[src/hdl/ttx_pkg.sv]
// ----------------------------------------------------------------------------
// Teletext packet decoder package
// Payload types, packet layout constants and Hamming 8/4 decode.
// ----------------------------------------------------------------------------
package ttx_pkg;

  localparam logic [5:0] MAG_BYTE          = 6'd3;
  localparam logic [5:0] ROW_BYTE          = 6'd4;
  localparam logic [5:0] UNITS_BYTE        = 6'd5;
  localparam logic [5:0] TENS_BYTE         = 6'd6;
  localparam logic [5:0] HEADER_TEXT_START = 6'd13;
  localparam logic [5:0] ROW_TEXT_START    = 6'd5;
  localparam logic [5:0] LAST_BYTE         = 6'd44;
  localparam logic [5:0] DONE_POS          = 6'd45;
  localparam logic [4:0] HEADER_ROW        = 5'd0;
  localparam logic [4:0] FIRST_SUB_ROW     = 5'd1;
  localparam logic [4:0] LAST_SUB_ROW      = 5'd4;
  localparam logic [4:0] LAST_TEXT_ROW     = 5'd24;
  localparam logic [3:0] MAG_RESET         = 4'd8;
  localparam logic [9:0] SUBTITLE_RESET    = 10'd888;
  localparam logic [5:0] ROW_COLUMNS       = 6'd40;
  localparam logic [5:0] HEADER_COLUMNS    = 6'd32;

  typedef struct packed {
    logic [7:0] byte_value;
    logic       packet_start;
  } item_t;

  typedef struct packed {
    logic [9:0]  page_num;
    logic [4:0]  row;
    logic [5:0]  column;
    logic [6:0]  character;
    logic        parity_error;
    logic        subtitle_char;
    logic [15:0] packets_parsed;
  } result_t;

  typedef struct packed {
    logic    fail;
    logic [3:0] data;
  } ham_t;

  // Hamming 8/4: single errors corrected, double errors flagged
  function automatic ham_t hamming84(input logic [7:0] b);
    logic       fa;
    logic       fb;
    logic       fc;
    logic       all_par;
    logic [2:0] syn;
    logic [3:0] data;
    ham_t       res;
    fa      = ~(b[0] ^ b[1] ^ b[5] ^ b[7]);
    fb      = ~(b[1] ^ b[2] ^ b[3] ^ b[7]);
    fc      = ~(b[1] ^ b[3] ^ b[4] ^ b[5]);
    all_par = ^b;
    syn     = {fa, fb, fc};
    data    = {b[7], b[5], b[3], b[1]};
    res.fail = 1'b0;
    res.data = data;
    if (all_par) begin
      if (syn != 3'd0) begin
        res.fail = 1'b1;
      end
    end else begin
      case (syn)
        3'd7:    res.data = data ^ 4'b0001;
        3'd3:    res.data = data ^ 4'b0010;
        3'd5:    res.data = data ^ 4'b0100;
        3'd6:    res.data = data ^ 4'b1000;
        default: res.data = data;
      endcase
    end
    return res;
  endfunction

endpackage

[src/hdl/ttx_parse.sv]
// ----------------------------------------------------------------------------
// Teletext packet parser
// Per-byte packet state, address and page decode, character result build.
// ----------------------------------------------------------------------------
module ttx_parse import ttx_pkg::*; (
  input  logic       clk,
  input  logic       rst,
  input  logic       fire,
  input  item_t      item,
  input  logic [9:0] subtitle_page,
  output logic       emit,
  output result_t    res
);

  logic [5:0]  byte_position;
  logic [3:0]  first_address_nibble;
  logic [3:0]  packet_magazine;
  logic [4:0]  packet_row;
  logic        packet_dropped;
  logic [3:0]  units_digit;
  logic [9:0]  active_page;
  logic        page_valid;
  logic [15:0] packet_counter;

  logic [5:0]  byte_position_next;
  logic [3:0]  first_address_nibble_next;
  logic [3:0]  packet_magazine_next;
  logic [4:0]  packet_row_next;
  logic        packet_dropped_next;
  logic [3:0]  units_digit_next;
  logic [9:0]  active_page_next;
  logic        page_valid_next;
  logic [15:0] packet_counter_next;

  logic [5:0]  pos;
  logic        dropped;
  ham_t        ham;
  logic        odd;
  logic [4:0]  row_dec;
  logic [5:0]  col;
  logic [9:0]  page_calc;

  assign ham       = hamming84(item.byte_value);
  assign odd       = ^item.byte_value;
  assign row_dec   = {ham.data, first_address_nibble[3]};
  assign page_calc = 10'(packet_magazine) * 10'd100 + 10'(ham.data) * 10'd10
                     + 10'(units_digit);

  always_comb begin
    pos     = item.packet_start ? 6'd0 : byte_position;
    dropped = item.packet_start ? 1'b0 : packet_dropped;

    byte_position_next        = pos;
    first_address_nibble_next = first_address_nibble;
    packet_magazine_next      = packet_magazine;
    packet_row_next           = packet_row;
    packet_dropped_next       = dropped;
    units_digit_next          = units_digit;
    active_page_next          = active_page;
    page_valid_next           = page_valid;
    packet_counter_next       = packet_counter;
    emit = 1'b0;
    col  = 6'd0;

    if (!dropped && pos < DONE_POS) begin
      byte_position_next = pos + 6'd1;
      if (pos == MAG_BYTE) begin
        if (ham.fail) begin
          packet_dropped_next = 1'b1;
        end else begin
          first_address_nibble_next = ham.data;
          packet_magazine_next = (ham.data[2:0] == 3'd0) ? MAG_RESET : {1'b0, ham.data[2:0]};
        end
      end else if (pos == ROW_BYTE) begin
        if (ham.fail) begin
          packet_dropped_next = 1'b1;
        end else begin
          packet_row_next = row_dec;
          if (row_dec != HEADER_ROW) begin
            packet_counter_next = packet_counter + 16'd1;
          end
        end
      end else if (pos >= UNITS_BYTE && packet_row == HEADER_ROW) begin
        if (pos == UNITS_BYTE) begin
          if (ham.fail) begin
            packet_dropped_next = 1'b1;
          end else begin
            units_digit_next = ham.data;
          end
        end else if (pos == TENS_BYTE) begin
          if (ham.fail) begin
            packet_dropped_next = 1'b1;
          end else begin
            active_page_next    = page_calc;
            page_valid_next     = 1'b1;
            packet_counter_next = packet_counter + 16'd1;
          end
        end else if (pos >= HEADER_TEXT_START && pos <= LAST_BYTE) begin
          emit = 1'b1;
          col  = pos - HEADER_TEXT_START;
        end
      end else if (pos >= ROW_TEXT_START && pos <= LAST_BYTE) begin
        if (packet_row <= LAST_TEXT_ROW && page_valid) begin
          emit = 1'b1;
          col  = pos - ROW_TEXT_START;
        end
      end
    end

    res.page_num       = active_page;
    res.row            = packet_row;
    res.column         = col;
    res.character      = odd ? item.byte_value[6:0] : 7'd0;
    res.parity_error   = ~odd;
    res.subtitle_char  = (packet_row >= FIRST_SUB_ROW) && (packet_row <= LAST_SUB_ROW)
                         && (active_page == subtitle_page);
    res.packets_parsed = packet_counter;
  end

  always_ff @(posedge clk) begin
    if (rst) begin
      byte_position        <= 6'd0;
      first_address_nibble <= 4'd0;
      packet_magazine      <= MAG_RESET;
      packet_row           <= HEADER_ROW;
      packet_dropped       <= 1'b1;
      units_digit          <= 4'd0;
      active_page          <= 10'd0;
      page_valid           <= 1'b0;
      packet_counter       <= 16'd0;
    end else if (fire) begin
      byte_position        <= byte_position_next;
      first_address_nibble <= first_address_nibble_next;
      packet_magazine      <= packet_magazine_next;
      packet_row           <= packet_row_next;
      packet_dropped       <= packet_dropped_next;
      units_digit          <= units_digit_next;
      active_page          <= active_page_next;
      page_valid           <= page_valid_next;
      packet_counter       <= packet_counter_next;
    end
  end

`ifndef NO_ASSERTIONS
  a_pos_range: assert property (@(posedge clk) disable iff (rst)
    byte_position <= DONE_POS)
    else $error("byte position past end of packet");

  a_page_needs_header: assert property (@(posedge clk) disable iff (rst)
    fire && emit && packet_row != HEADER_ROW |-> page_valid)
    else $error("row character before any header");

  a_count_step: assert property (@(posedge clk) disable iff (rst)
    fire && !(pos == ROW_BYTE || pos == TENS_BYTE) |=> $stable(packet_counter))
    else $error("packet counter moved outside address or tens byte");
`endif

endmodule

[src/hdl/teletext_packet_decoder.sv]
// ----------------------------------------------------------------------------
// Teletext packet decoder
// Decodes 45-byte level 1 packets into page-tagged display characters.
//
//   port group        dir  payload   handshake
//   item              in   item_t    item_valid / item_ready
//   result            out  result_t  result_valid / result_ready
//   subtitle_page     in   10 bits   subtitle_page_we, no wait
//
// One byte per cycle while the output is not stalled. A byte sits in the
// input register after its transfer and is decoded from there; its
// character then goes into the output register. While a character waits,
// one more byte is taken, then the input stalls until the character is
// taken. Synchronous reset; no bytes are used until the first start mark.
// ----------------------------------------------------------------------------
module teletext_packet_decoder import ttx_pkg::*; (
  input  logic       clk,
  input  logic       rst,
  input  logic       item_valid,
  output logic       item_ready,
  input  item_t      item,
  output logic       result_valid,
  input  logic       result_ready,
  output result_t    result,
  input  logic       subtitle_page_we,
  input  logic [9:0] subtitle_page
);

  logic       in_valid;
  item_t      in_item;
  logic [9:0] sub_page;
  logic       advance;
  logic       emit;
  result_t    res;

  assign advance    = in_valid && (!result_valid || result_ready);
  assign item_ready = !in_valid || advance;

  always_ff @(posedge clk) begin
    if (rst) begin
      sub_page <= SUBTITLE_RESET;
    end else if (subtitle_page_we) begin
      sub_page <= subtitle_page;
    end
  end

  always_ff @(posedge clk) begin
    if (rst) begin
      in_valid <= 1'b0;
    end else if (item_ready) begin
      in_valid <= item_valid;
    end
  end

  always_ff @(posedge clk) begin
    if (item_ready) begin
      in_item <= item;
    end
  end

  ttx_parse u_parse (
    .clk           (clk),
    .rst           (rst),
    .fire          (advance),
    .item          (in_item),
    .subtitle_page (sub_page),
    .emit          (emit),
    .res           (res)
  );

  always_ff @(posedge clk) begin
    if (rst) begin
      result_valid <= 1'b0;
    end else if (!result_valid || result_ready) begin
      result_valid <= advance && emit;
    end
  end

  always_ff @(posedge clk) begin
    if (!result_valid || result_ready) begin
      result <= res;
    end
  end

`ifndef NO_ASSERTIONS
  a_column_range: assert property (@(posedge clk) disable iff (rst)
    result_valid |-> (result.row == HEADER_ROW ? result.column < HEADER_COLUMNS
                                               : result.column < ROW_COLUMNS))
    else $error("column out of range for row");

  a_subtitle_rows: assert property (@(posedge clk) disable iff (rst)
    result_valid && result.subtitle_char |->
      result.row >= FIRST_SUB_ROW && result.row <= LAST_SUB_ROW)
    else $error("subtitle flag outside rows 1 to 4");

  a_parity_zero: assert property (@(posedge clk) disable iff (rst)
    result_valid && result.parity_error |-> result.character == 7'd0)
    else $error("parity error with nonzero character");

  a_in_hold: assert property (@(posedge clk) disable iff (rst)
    in_valid && !advance |=> in_valid && $stable(in_item))
    else $error("stalled input register lost its byte");
`endif

endmodule
[config.mk]
export PLATFORM = sky130hd
export DESIGN_NAME = teletext_packet_decoder
export DESIGN_NICKNAME = d
export VERILOG_FILES = /design/src/hdl/ttx_pkg.sv /design/src/hdl/ttx_parse.sv /design/src/hdl/teletext_packet_decoder.sv
export SDC_FILE = /design/constraint.sdc
export NUM_CORES = 1
export LEC_CHECK = 0
export BUFFER_PORTS_ARGS = -buffer_cell sky130_fd_sc_hd__buf_2
export CAP_MARGIN = 20
export CORE_AREA = 2 2 116 118
export DETAILED_ROUTE_END_ITERATION = 8
export DIE_AREA = 0 0 118 120
export SYNTH_ARGS = -nofsm -noshare
export SYNTH_HDL_FRONTEND = slang
export SYNTH_SLANG_ARGS = --single-unit
[constraint.sdc]
create_clock -name clk -period 6.56 [get_ports clk]
set_input_delay 1.968 -clock clk [delete_from_list [all_inputs] [get_ports clk]]
set_output_delay 1.968 -clock clk [all_outputs]
set_load 0.03 [all_outputs]
Yosys cells after proc, flatten, opt, wreduce, memory -nomap -nowiden
Index checks and enable logic that the tools add are counted.
W data, S select, Z words.
{ "word_totals": {"register_bits": 118, "inputBits": 24, "out_inout_bits": 48, "wordCells": 133} }
{ "classes": {"addsub": 6, "n_mul": 2, "order_cmp": 7, "eq_ne": 11, "n_mux": 37, "n_bitwise": 22, "reduce_logical": 27} }
{ "op_table": {"columns": ["cell", "n"], "rows": [
  ["$mux W16", 7],
  ["$mux W6", 8],
  ["$mux W1", 19],
  ["$eq A6 B3 Y1 const B", 3],
  ["$add A16 B1 Y16 const B", 1],
  ["$pmux W4 S4", 1],
  ["$reduce_and A8 Y1", 2],
  ["$not A1 Y1", 13],
  ["$add A10 B4 Y10", 1],
  ["$add A10 B8 Y10", 1],
  ["$eq A10 B10 Y1", 1],
  ["$eq A3 B3 Y1 const B", 3],
  ["$logic_and A1 B1 Y1", 9],
  ["$xor A1 B1 Y1", 9],
  ["$mul A4 B5 Y8 const B", 1],
  ["$mux W4", 2],
  ["$reduce_xor A8 Y1", 1],
  ["$mul A4 B3 Y7 const B", 1],
  ["$reduce_and A7 Y1", 1],
  ["$add A6 B1 Y6 const B", 1],
  ["$eq A6 B2 Y1 const B", 1],
  ["$ge A6 B3 Y1 const B", 1],
  ["$ge A6 B4 Y1 const B", 1],
  ["$le A6 B6 Y1 const B", 1],
  ["other kinds (19)", 23]
]} }

Depth between registers and ports, before layout
Gate-level depths: netlist (run 1).
{ "depth": {"depth_word": 14, "depth_mapped": 19, "mapped_depth_nobuf": 18} }

By module
Synthesis (run 1) repeated with hierarchy kept, for this count alone.
{ "hier_totals": {"cells_unflattened": 564, "area_unflattened_um2": 6062.1} }
{ "modules_own_cells": {"columns": ["mod", "n_inst", "cells_per_inst", "area_per_inst_um2", "seq_area_each_um2"], "rows": [
  ["ttx_parse", 1, 468, 3965.1, 960.9],
  ["teletext_packet_decoder", 1, 96, 2097.0, 1891.8]
]} }

Worst setup path before layout (run 1)
No wires, ideal clock.
{ "synth_timing": {"path_type": "input to register", "from": "in result_ready", "to": "reg u_parse.packet_counter[8]", "setup_time_ns": 0.070, "t_arrival_ns": 4.684, "t_required_ns": 6.490, "path_slack_ns": 1.805, "cell_stages": 9, "cell_sequence": "nor2b_1 > inv_1 > nand2_1 > a211o_1 > nor4_4 > nand2_1 > clkbuf_1 > or4_1 > a21oi_1"} }
{ "synth_between": {"elab_chain_len": 3} }
{ "synth_rtl": {"columns": ["item", "line", "rtl"], "rows": [
  ["start, declared", "teletext_packet_decoder.sv:23", "input logic result_ready,"],
  ["$logic_or A1 B1 Y1", "teletext_packet_decoder.sv:36", "assign advance = in_valid && (!result_valid || result_ready);"],
  ["$logic_and A1 B1 Y1", "teletext_packet_decoder.sv:36", null],
  ["$reduce_and A8 Y1 (no source line)", null, null],
  ["end signal, assigned", "ttx_parse.sv:140", "packet_counter <= packet_counter_next;"],
  ["end, declared", "ttx_parse.sv:23", "logic [15:0] packet_counter;"]
]} }
No other way between the ends.
A chain may end at the register's enable or synchronous reset.

==> out/results.md, run 1 <==
| Parameter | Value |
|:---|:---|
| Worst setup SP type | flip-flop |
| Post-route worst setup slack | 1.62 ns |
| Synth cell types | 60 |
| Routed vias/inst | 5.22 |
| Critical register-to-register path startpoint | in_item[2] |
| Area occupied by registers | 2850 sq um |
| Number of routed nets with antenna violations | 0 |
| Clock latency of the later-clocked register in the worst-skew pair | 0.42 ns |
| Slowest-stage cell, CP | edfxtp_1 |
| Post-route DRC | 0 |
| Internal reg-to-reg setup slack | 1.62 ns |
| Kind of cell adding the most delay to the critical path | adder cells |
| Worst-case reg-to-reg path depth | 18 |
| Cell leakage power | 2.87 nW |
| Worst-path fanout max | 9 |
| CTS buffer count | 17 |
| Total core area | 13000 sq um |
| Least-Margin Pin Slew | 0.830 ns |
| Power Density | 278 nW/um^2 |
| Critical path data required time | 6.91 ns |
| Type of the tightest min-delay check | reg -> reg |
| Post-CTS setup buffer count | 0 |
| Final count of pins violating max slew | 0 |
| Share of the yosys chip area belonging to registers | 48.9% |
| Capturing element type of the critical path | flip-flop |
| Max H-tree Level | 4 |
| Largest net degree at the start of global routing | 48 |
| Routability congestion estimate | 0.838 |
| Max IR drop VDD | 0.162 mV |
| Worst-case clock buffer depth | 2 |
| Yosys warns | 0 |
| Mean routed wirelength per cell | 14.3 um |
| Mean instance size in the synthesized netlist | 10.4 sq um |
| Syn Std Cell Area | 5840 sq um |
| Final setup skew | 0.0134 ns |
| Cell type contributing the most total cell area after synthesis | edfxtp_1 |
| Fmax | 203 MHz |
| Max Cap Viol | 0 |
| Post-synth top area share | 28.3% |
| FF+latch count, synth | 115 |
| Most frequent cell on the critical path | ha_1 |
| Beginning of the worst hold path | u_parse.units_digit[0] |
| Crit Path Class | reg -> reg |
| Number of clock sinks seen by CTS | 115 |
| CTS tree | built |
| Die area | 14200 sq um |
| Unrepaired setup endpoints after global routing | no |
| Fraction of synthesis flops using an asynchronous set or reset pin | 0% |
| Final total negative setup slack | 0 ns |
| Worst hold-check slack | 0.459 ns |
| Count of instances resized after the clock tree is built | 0 |
| Area of combinational cells with multiple inputs | 2740 sq um |
| Via count of the first global-routing pass | 4378 |
| Worst path cell trace | xor2_1 > nor3_1 > or2_2 > nand3_1 > xnor2_1 > ha_1 > ha_1 > inv_1 > fa_1 > inv_1 > ha_1 > ha_1 > inv_1 > o21ai_0 > a2111oi_0 > nor3_1 > nand3b_1 > a21oi_1 |
| Worst hold path endpoint | u_parse.active_page[0] |
| Main flop type after synthesis | dfxtp_1 |
| Critical register-to-register path endpoint | u_parse.active_page[9] |
| First-pass GRT wire length | 20700 um |
| Post-placement worst setup slack | 1.62 ns |
| Total vias in the final route | 4279 |
| Tcrit/Tclk final | 75.2% |
| Final-report setup violation count | 0 |
| FP Rows | 42 |
| Overall die width | 118 um |
| Number of I/O port buffers | 71 |
| Number of flops mapped to enable cells by yosys | 55 |
| Headroom to the max-slew limit | 44.2% |
| Arrival time at the worst endpoint | 5.29 ns |
| Commonest cells in the synthesized netlist | dfxtp_1 (60), edfxtp_1 (55), nor2_1 (53) |
| Layout overhead on the synthesized area | 18.6% |
| Filler cells | 1169 |
| Drt first pass iters | 5 |
| Clock input transition at the sequential cells of the worst setup and hold paths | 0.06 ns |
| Final Hold Fails | 0 |
| Layout cells sized above 1 | 19.3% |
| Number of DRC markers in iteration 0 | 229 |
| Initial Utilization | 45.0% |
| Worst Hold Path Cells | 2 |
| Aggregate global-route resource usage | 18.3% |
| Min Clock Period, post-route | 4.94 ns |
| Cell at the root of the clock tree | clkbuf_16 |
| Die Height | 120 um |
| Syn nets | 619 |
| Total length of routed wires | 11700 um |
| Number of antenna violations at the first check in global routing | 0 |
| Cell with the most instances after synthesis | dfxtp_1 |
| Most area-consuming cells after synthesis | edfxtp_1 (28%), dfxtp_1 (21%), ha_1 (6.2%), xnor2_1 (3.9%), a21oi_1 (3.5%) |
| Delay of the slowest cell on the worst path | 0.59 ns |
| Residual overflow from global routing | 0 |
| ANT cells | 0 |
| Detailed Place HPWL | 8490 um |
| Count of hold-fix buffers inserted at cts | 0 |
| Outcome | complete, no violations |
| Net count, final | 689 |
| I/O pins | 72 |
| Gate count of the mapped netlist | 561 |
| Crit path buffers/inverters | 3 |
[cell type report]
| class | instances | share of cell area, % |
|---|---|---|
| clock inverter | 13 | 1.88 |
| multi-input combinational | 394 | 39.6 |
| inverter | 29 | 1.57 |
| tap | 176 | 3.18 |
| sequential | 115 | 41.2 |
| timing repair buffer | 74 | 5.64 |
| clock buffer | 19 | 6.87 |
[flip-flops by register name (all words and copies together) (netlist names)]
signal and cells:
in_item 9, in_valid 1, result 46, result_valid 1, sub_page 10, u_parse.active_page 10, u_parse.byte_position 6, u_parse.first_address_nibble 1
u_parse.packet_counter 16, u_parse.packet_dropped 1, u_parse.packet_magazine 4, u_parse.packet_row 5, u_parse.page_valid 1, u_parse.units_digit 4
[power breakdown]
group	switching [W]	internal (W)
Sequential	0.0000145	0.000772
Clock	0.000353	0.000577
Combinational	0.000124	0.0000840
Total	0.000491	0.00143
[kinds of logic (layout without fill, tap and decap cells)]
logic type / Yosys count / count (layout) / share of synthesized area, %
buffers and inverters: 52 / 135 / 4.10
and+or+nand+nor: 199 / 199 / 17.5
muxes: 17 / 17 / 2.94
adders and majority gates: 36 / 36 / 8.28
AOI/OAI and AO/OA: 103 / 103 / 11.3
DFF: 115 / 115 / 48.9
xor gates and xnor gates: 39 / 39 / 7.01
[cell usage in the layout (no fill, tap or decap), drive strengths merged, types with 11 or more instances in the layout]
| cell type | instances |
|---|---|
| a21oi | 41 |
| and2 | 13 |
| buf | 74 |
| clkbuf | 19 |
| dfxtp | 60 |
| edfxtp | 55 |
| ha | 29 |
| inv | 38 |
| mux2i | 16 |
| nand2 | 43 |
| nand3 | 20 |
| nor2 | 54 |
| nor2b | 12 |
| nor3 | 11 |
| o21ai | 15 |
| o31ai | 13 |
| or4 | 15 |
| xnor2 | 31 |
[worst max path at each step]
stage | slack, ns | depth (start not counted) | endpoint | from
2_1_floorplan | 1.81 | 9 | u_parse.packet_counter[8] | result_ready
4_1_cts | 1.62 | 4 | item_ready | result_ready
5_1_grt | 1.20 | 18 | u_parse.active_page[9] | in_item[2]
3_3_place_gp | 1.69 | 4 | item_ready | result_ready
6_report | 1.62 | 18 | u_parse.active_page[9] | in_item[2]
3_5_place_dp | 1.62 | 4 | item_ready | result_ready
[worst min-delay path: stages, from the launching register on]
cell and delay, ns:
dfxtp_1 0.31, nand2_1 0.05, a21oi_1 0.05
[metrics by stage]
stage / instance area (sq um) / util, % / total power (W) / instances
after floorplan: 5840 / - / 0.000962 / 561
after global placement: 6300 / 48.5 / 0.00100 / 787
after detailed placement: 6320 / 48.7 / 0.00101 / 788
after CTS: 6920 / 53.3 / 0.00195 / 820
after global routing: 6920 / 53.3 / 0.00200 / 820
final: 6920 / 53.3 / 0.00192 / 820
[per-layer routing]
metal	track usage [%]	routed length (um)	vias up
met4	7.15	163	0
met2	31.2	5870	72
met1	22.5	5350	2042
met3	4.52	311	10
li1	-	-	2155
met5	0	0	-
No activity file was read; power rests on OpenSTA's default activity.
==> run 2: changes to the inputs <==
Clock period 6.56 ns to 4.84 ns, I/O delays scaled along.
==> run 2 against run 1 <==
  * Utilization up 0.66 points
  * First-iteration DRC count down 11%
  * Worst hold slack better by 0.0065 ns
  * Critical endpoint unchanged
  * Largest power group unchanged
  * Highest routed layer unchanged
  * Non-clock buffer count up 6
  * Combinational power up 45%
==> out/results.md, run 2 (same netlist as run 1, synthesis figures left out) <==
| Parameter | Value | vs previous |
|:---|:---|:---|
| Area occupied by registers | 2850 sq um | unchanged |
| Post-route DRC | 0 | unchanged |
| Headroom to the max-slew limit | 38.5% | -5.7 points |
| Largest net degree at the start of global routing | 48 | unchanged |
| Critical path data required time | 5.19 ns | -1.72 ns |
| Number of clock sinks seen by CTS | 115 | unchanged |
| Capturing element type of the critical path | flip-flop |  |
| Total vias in the final route | 4267 | -0.28% |
| Flip-flop count of the largest register, all copies and words added | 46 | unchanged |
| Worst-case reg-to-reg path depth | 17 | -1 |
| Drt first pass iters | 4 | -1 |
| Number of I/O port buffers | 71 | unchanged |
| Final-report setup violation count | 0 | unchanged |
| Total length of routed wires | 11700 um | about the same |
| Most frequent cells in the layout | buf_2 (71), dfxtp_1 (60), edfxtp_1 (55) |  |
| Detailed Place HPWL | 8370 um | -1.4% |
| Routed vias/inst | 5.17 | -1.0% |
| Residual overflow from global routing | 0 | unchanged |
| Die Height | 120 um | unchanged |
| Cell leakage power | 2.91 nW | +1.2% |
| Max H-tree Level | 4 | unchanged |
| Net count, final | 695 | +0.87% |
| Most common cell after layout, fill and taps aside | buf_2 |  |
| Final setup skew | 0.00711 ns | -0.00633 ns |
| Crit Path Class | reg -> reg |  |
| Tcrit/Tclk final | 91.8% | +17 points |
| Worst-case clock buffer depth | 2 | unchanged |
| Layout overhead on the synthesized area | 20.1% |  |
| Total power | 0.00266 W | +39% |
| Die area | 14200 sq um | unchanged |
| Registers with the most flip-flops | result: 46 flops, u_parse.packet_counter: 16 flops |  |
| Clock input transition at the sequential cells of the worst setup and hold paths | 0.06 ns | about the same |
| Number of routed nets with antenna violations | 0 | unchanged |
| Power Density | 380 nW/um^2 | +37% |
| Mean routed wirelength per cell | 14.2 um | -0.68% |
| Worst setup SP type | flip-flop |  |
| Number of gates on the worst path with buffers counted | 17 | -1 |
| First-pass GRT wire length | 19800 um | -4.4% |
| Worst-path fanout max | 5 | -4 |
| ANT cells | 0 | unchanged |
| Least-Margin Pin Slew | 0.914 ns | +0.0842 ns |
| Layout cells sized above 1 | 20.5% | +1.2 points |
| Total core area | 13000 sq um | unchanged |
| Number of antenna violations at the first check in global routing | 0 | unchanged |
| Crit path buffers/inverters | 3 | unchanged |
| Outcome | complete, no violations |  |
| CTS buffer count | 17 | unchanged |
| Cell at the root of the clock tree | clkbuf_16 |  |
| Area of combinational cells with multiple inputs | 2770 sq um | +1.0% |
| Final Hold Fails | 0 | unchanged |
| Routability congestion estimate | 0.880 | +5.0% |
| Register name with the most flops | result |  |
| Arrival time at the worst endpoint | 4.79 ns | -0.50 ns |
| Final total negative setup slack | 0 ns | unchanged |
| Total placed instance area | 6330 sq um | +0.28% |
| Most frequent cell on the critical path | ha_1 |  |
| Worst hold-check slack | 0.466 ns | +0.00651 ns |
| FP Rows | 42 | unchanged |
| Initial Utilization | 45.0% | unchanged |
| Number of DRC markers in iteration 0 | 203 | -11% |
| Filler cells | 1144 | -2.1% |
| Min Clock Period, post-route | 4.44 ns | -0.494 ns |
| Delay of the slowest cell on the worst path | 0.52 ns | -0.07 ns |
| Aggregate global-route resource usage | 17.8% | -0.59 points |
| Worst Hold Path Cells | 0 | -2 |
| Max Cap Viol | 0 | unchanged |
| Unrepaired setup endpoints after global routing | no |  |
| Overall die width | 118 um | unchanged |
| Via count of the first global-routing pass | 4110 | -6.1% |
| I/O pins | 72 | unchanged |
| Post-route cell area | 7010 sq um | +1.2% |
| Slowest-stage cell, CP | edfxtp_1 |  |
| Final count of pins violating max slew | 0 | unchanged |
| Fmax | 225 MHz | +11% |
| Clock latency of the later-clocked register in the worst-skew pair | 0.42 ns | about the same |
| Kind of cell adding the most delay to the critical path | adder cells |  |
| Max IR drop VDD | 0.197 mV | +22% |
| Worst path cell trace | xor2_1 > nand3_1 > a211oi_1 > xor2_1 > ha_1 > ha_1 > inv_1 > fa_1 > inv_1 > ha_1 > ha_1 > inv_1 > o21ai_0 > a2111oi_2 > nor3_1 > nand3b_1 > a21oi_1 |  |
| Type of the tightest min-delay check | reg -> reg |  |
| CTS tree | built |  |
-- run 2: worst reg2reg max path: stages, from the launching register on --
cell and delay, ns:
edfxtp_1 0.52, xor2_1 0.42, nand3_1 0.12, a211oi_1 0.44, xor2_1 0.15, ha_1 0.31
ha_1 0.16, inv_1 0.05, fa_1 0.48, inv_1 0.05, ha_1 0.30, ha_1 0.34
inv_1 0.06, o21ai_0 0.14, a2111oi_2 0.43, nor3_1 0.10, nand3b_1 0.16, a21oi_1 0.14
-- run 2: final timing paths --
check	from	end	slack, ns
setup reg to reg	in_item[2]	u_parse.active_page[9]	0.40
hold / removal	u_parse.packet_counter[15]	result[15]	0.47
setup / recovery	in_item[2]	u_parse.active_page[9]	0.40
hold reg to reg	u_parse.packet_counter[15]	result[15]	0.47
-- run 2: final cells by class --
type	count	area share, %
flip-flops and latches	115	40.7
clock inverters	12	2.02
repair buffers	80	6.04
inverters	29	1.55
well taps	176	3.14
multi-input cells	394	39.6
clock buffers	20	6.98
-- run 2: where the power goes --
group	internal, W	switching [W]
logic	0.000124	0.000178
registers	0.00105	0.0000181
clock network	0.000838	0.000459
total	0.00201	0.000655
-- run 2: metrics by stage --
stage / cells / setup slack (ns) / util (%)
after floorplan: 561 / 0.560 / -
after global placement: 792 / 0.412 / 48.8
after detailed placement: 792 / 0.221 / 48.8
after CTS: 824 / 0.209 / 53.7
after global routing: 826 / 0.0642 / 54.0
final: 826 / 0.398 / 54.0
-- run 2: layer usage --
layer / GRT usage [%] / up-vias / part of all wire (%)
li1: - / 2167 / -
met1: 22.3 / 2011 / 47
met2: 29.2 / 74 / 49
met3: 4.52 / 15 / 3.2
met4: 7.45 / 0 / 1.6
met5: 0 / - / 0
-- run 2: timing repair --
item | in CTS | in global routing
hold buffers | 0 | 0
buffers inserted | 0 | 2
setup endpoints to repair | 0 | 1
resized for setup | 0 | 5
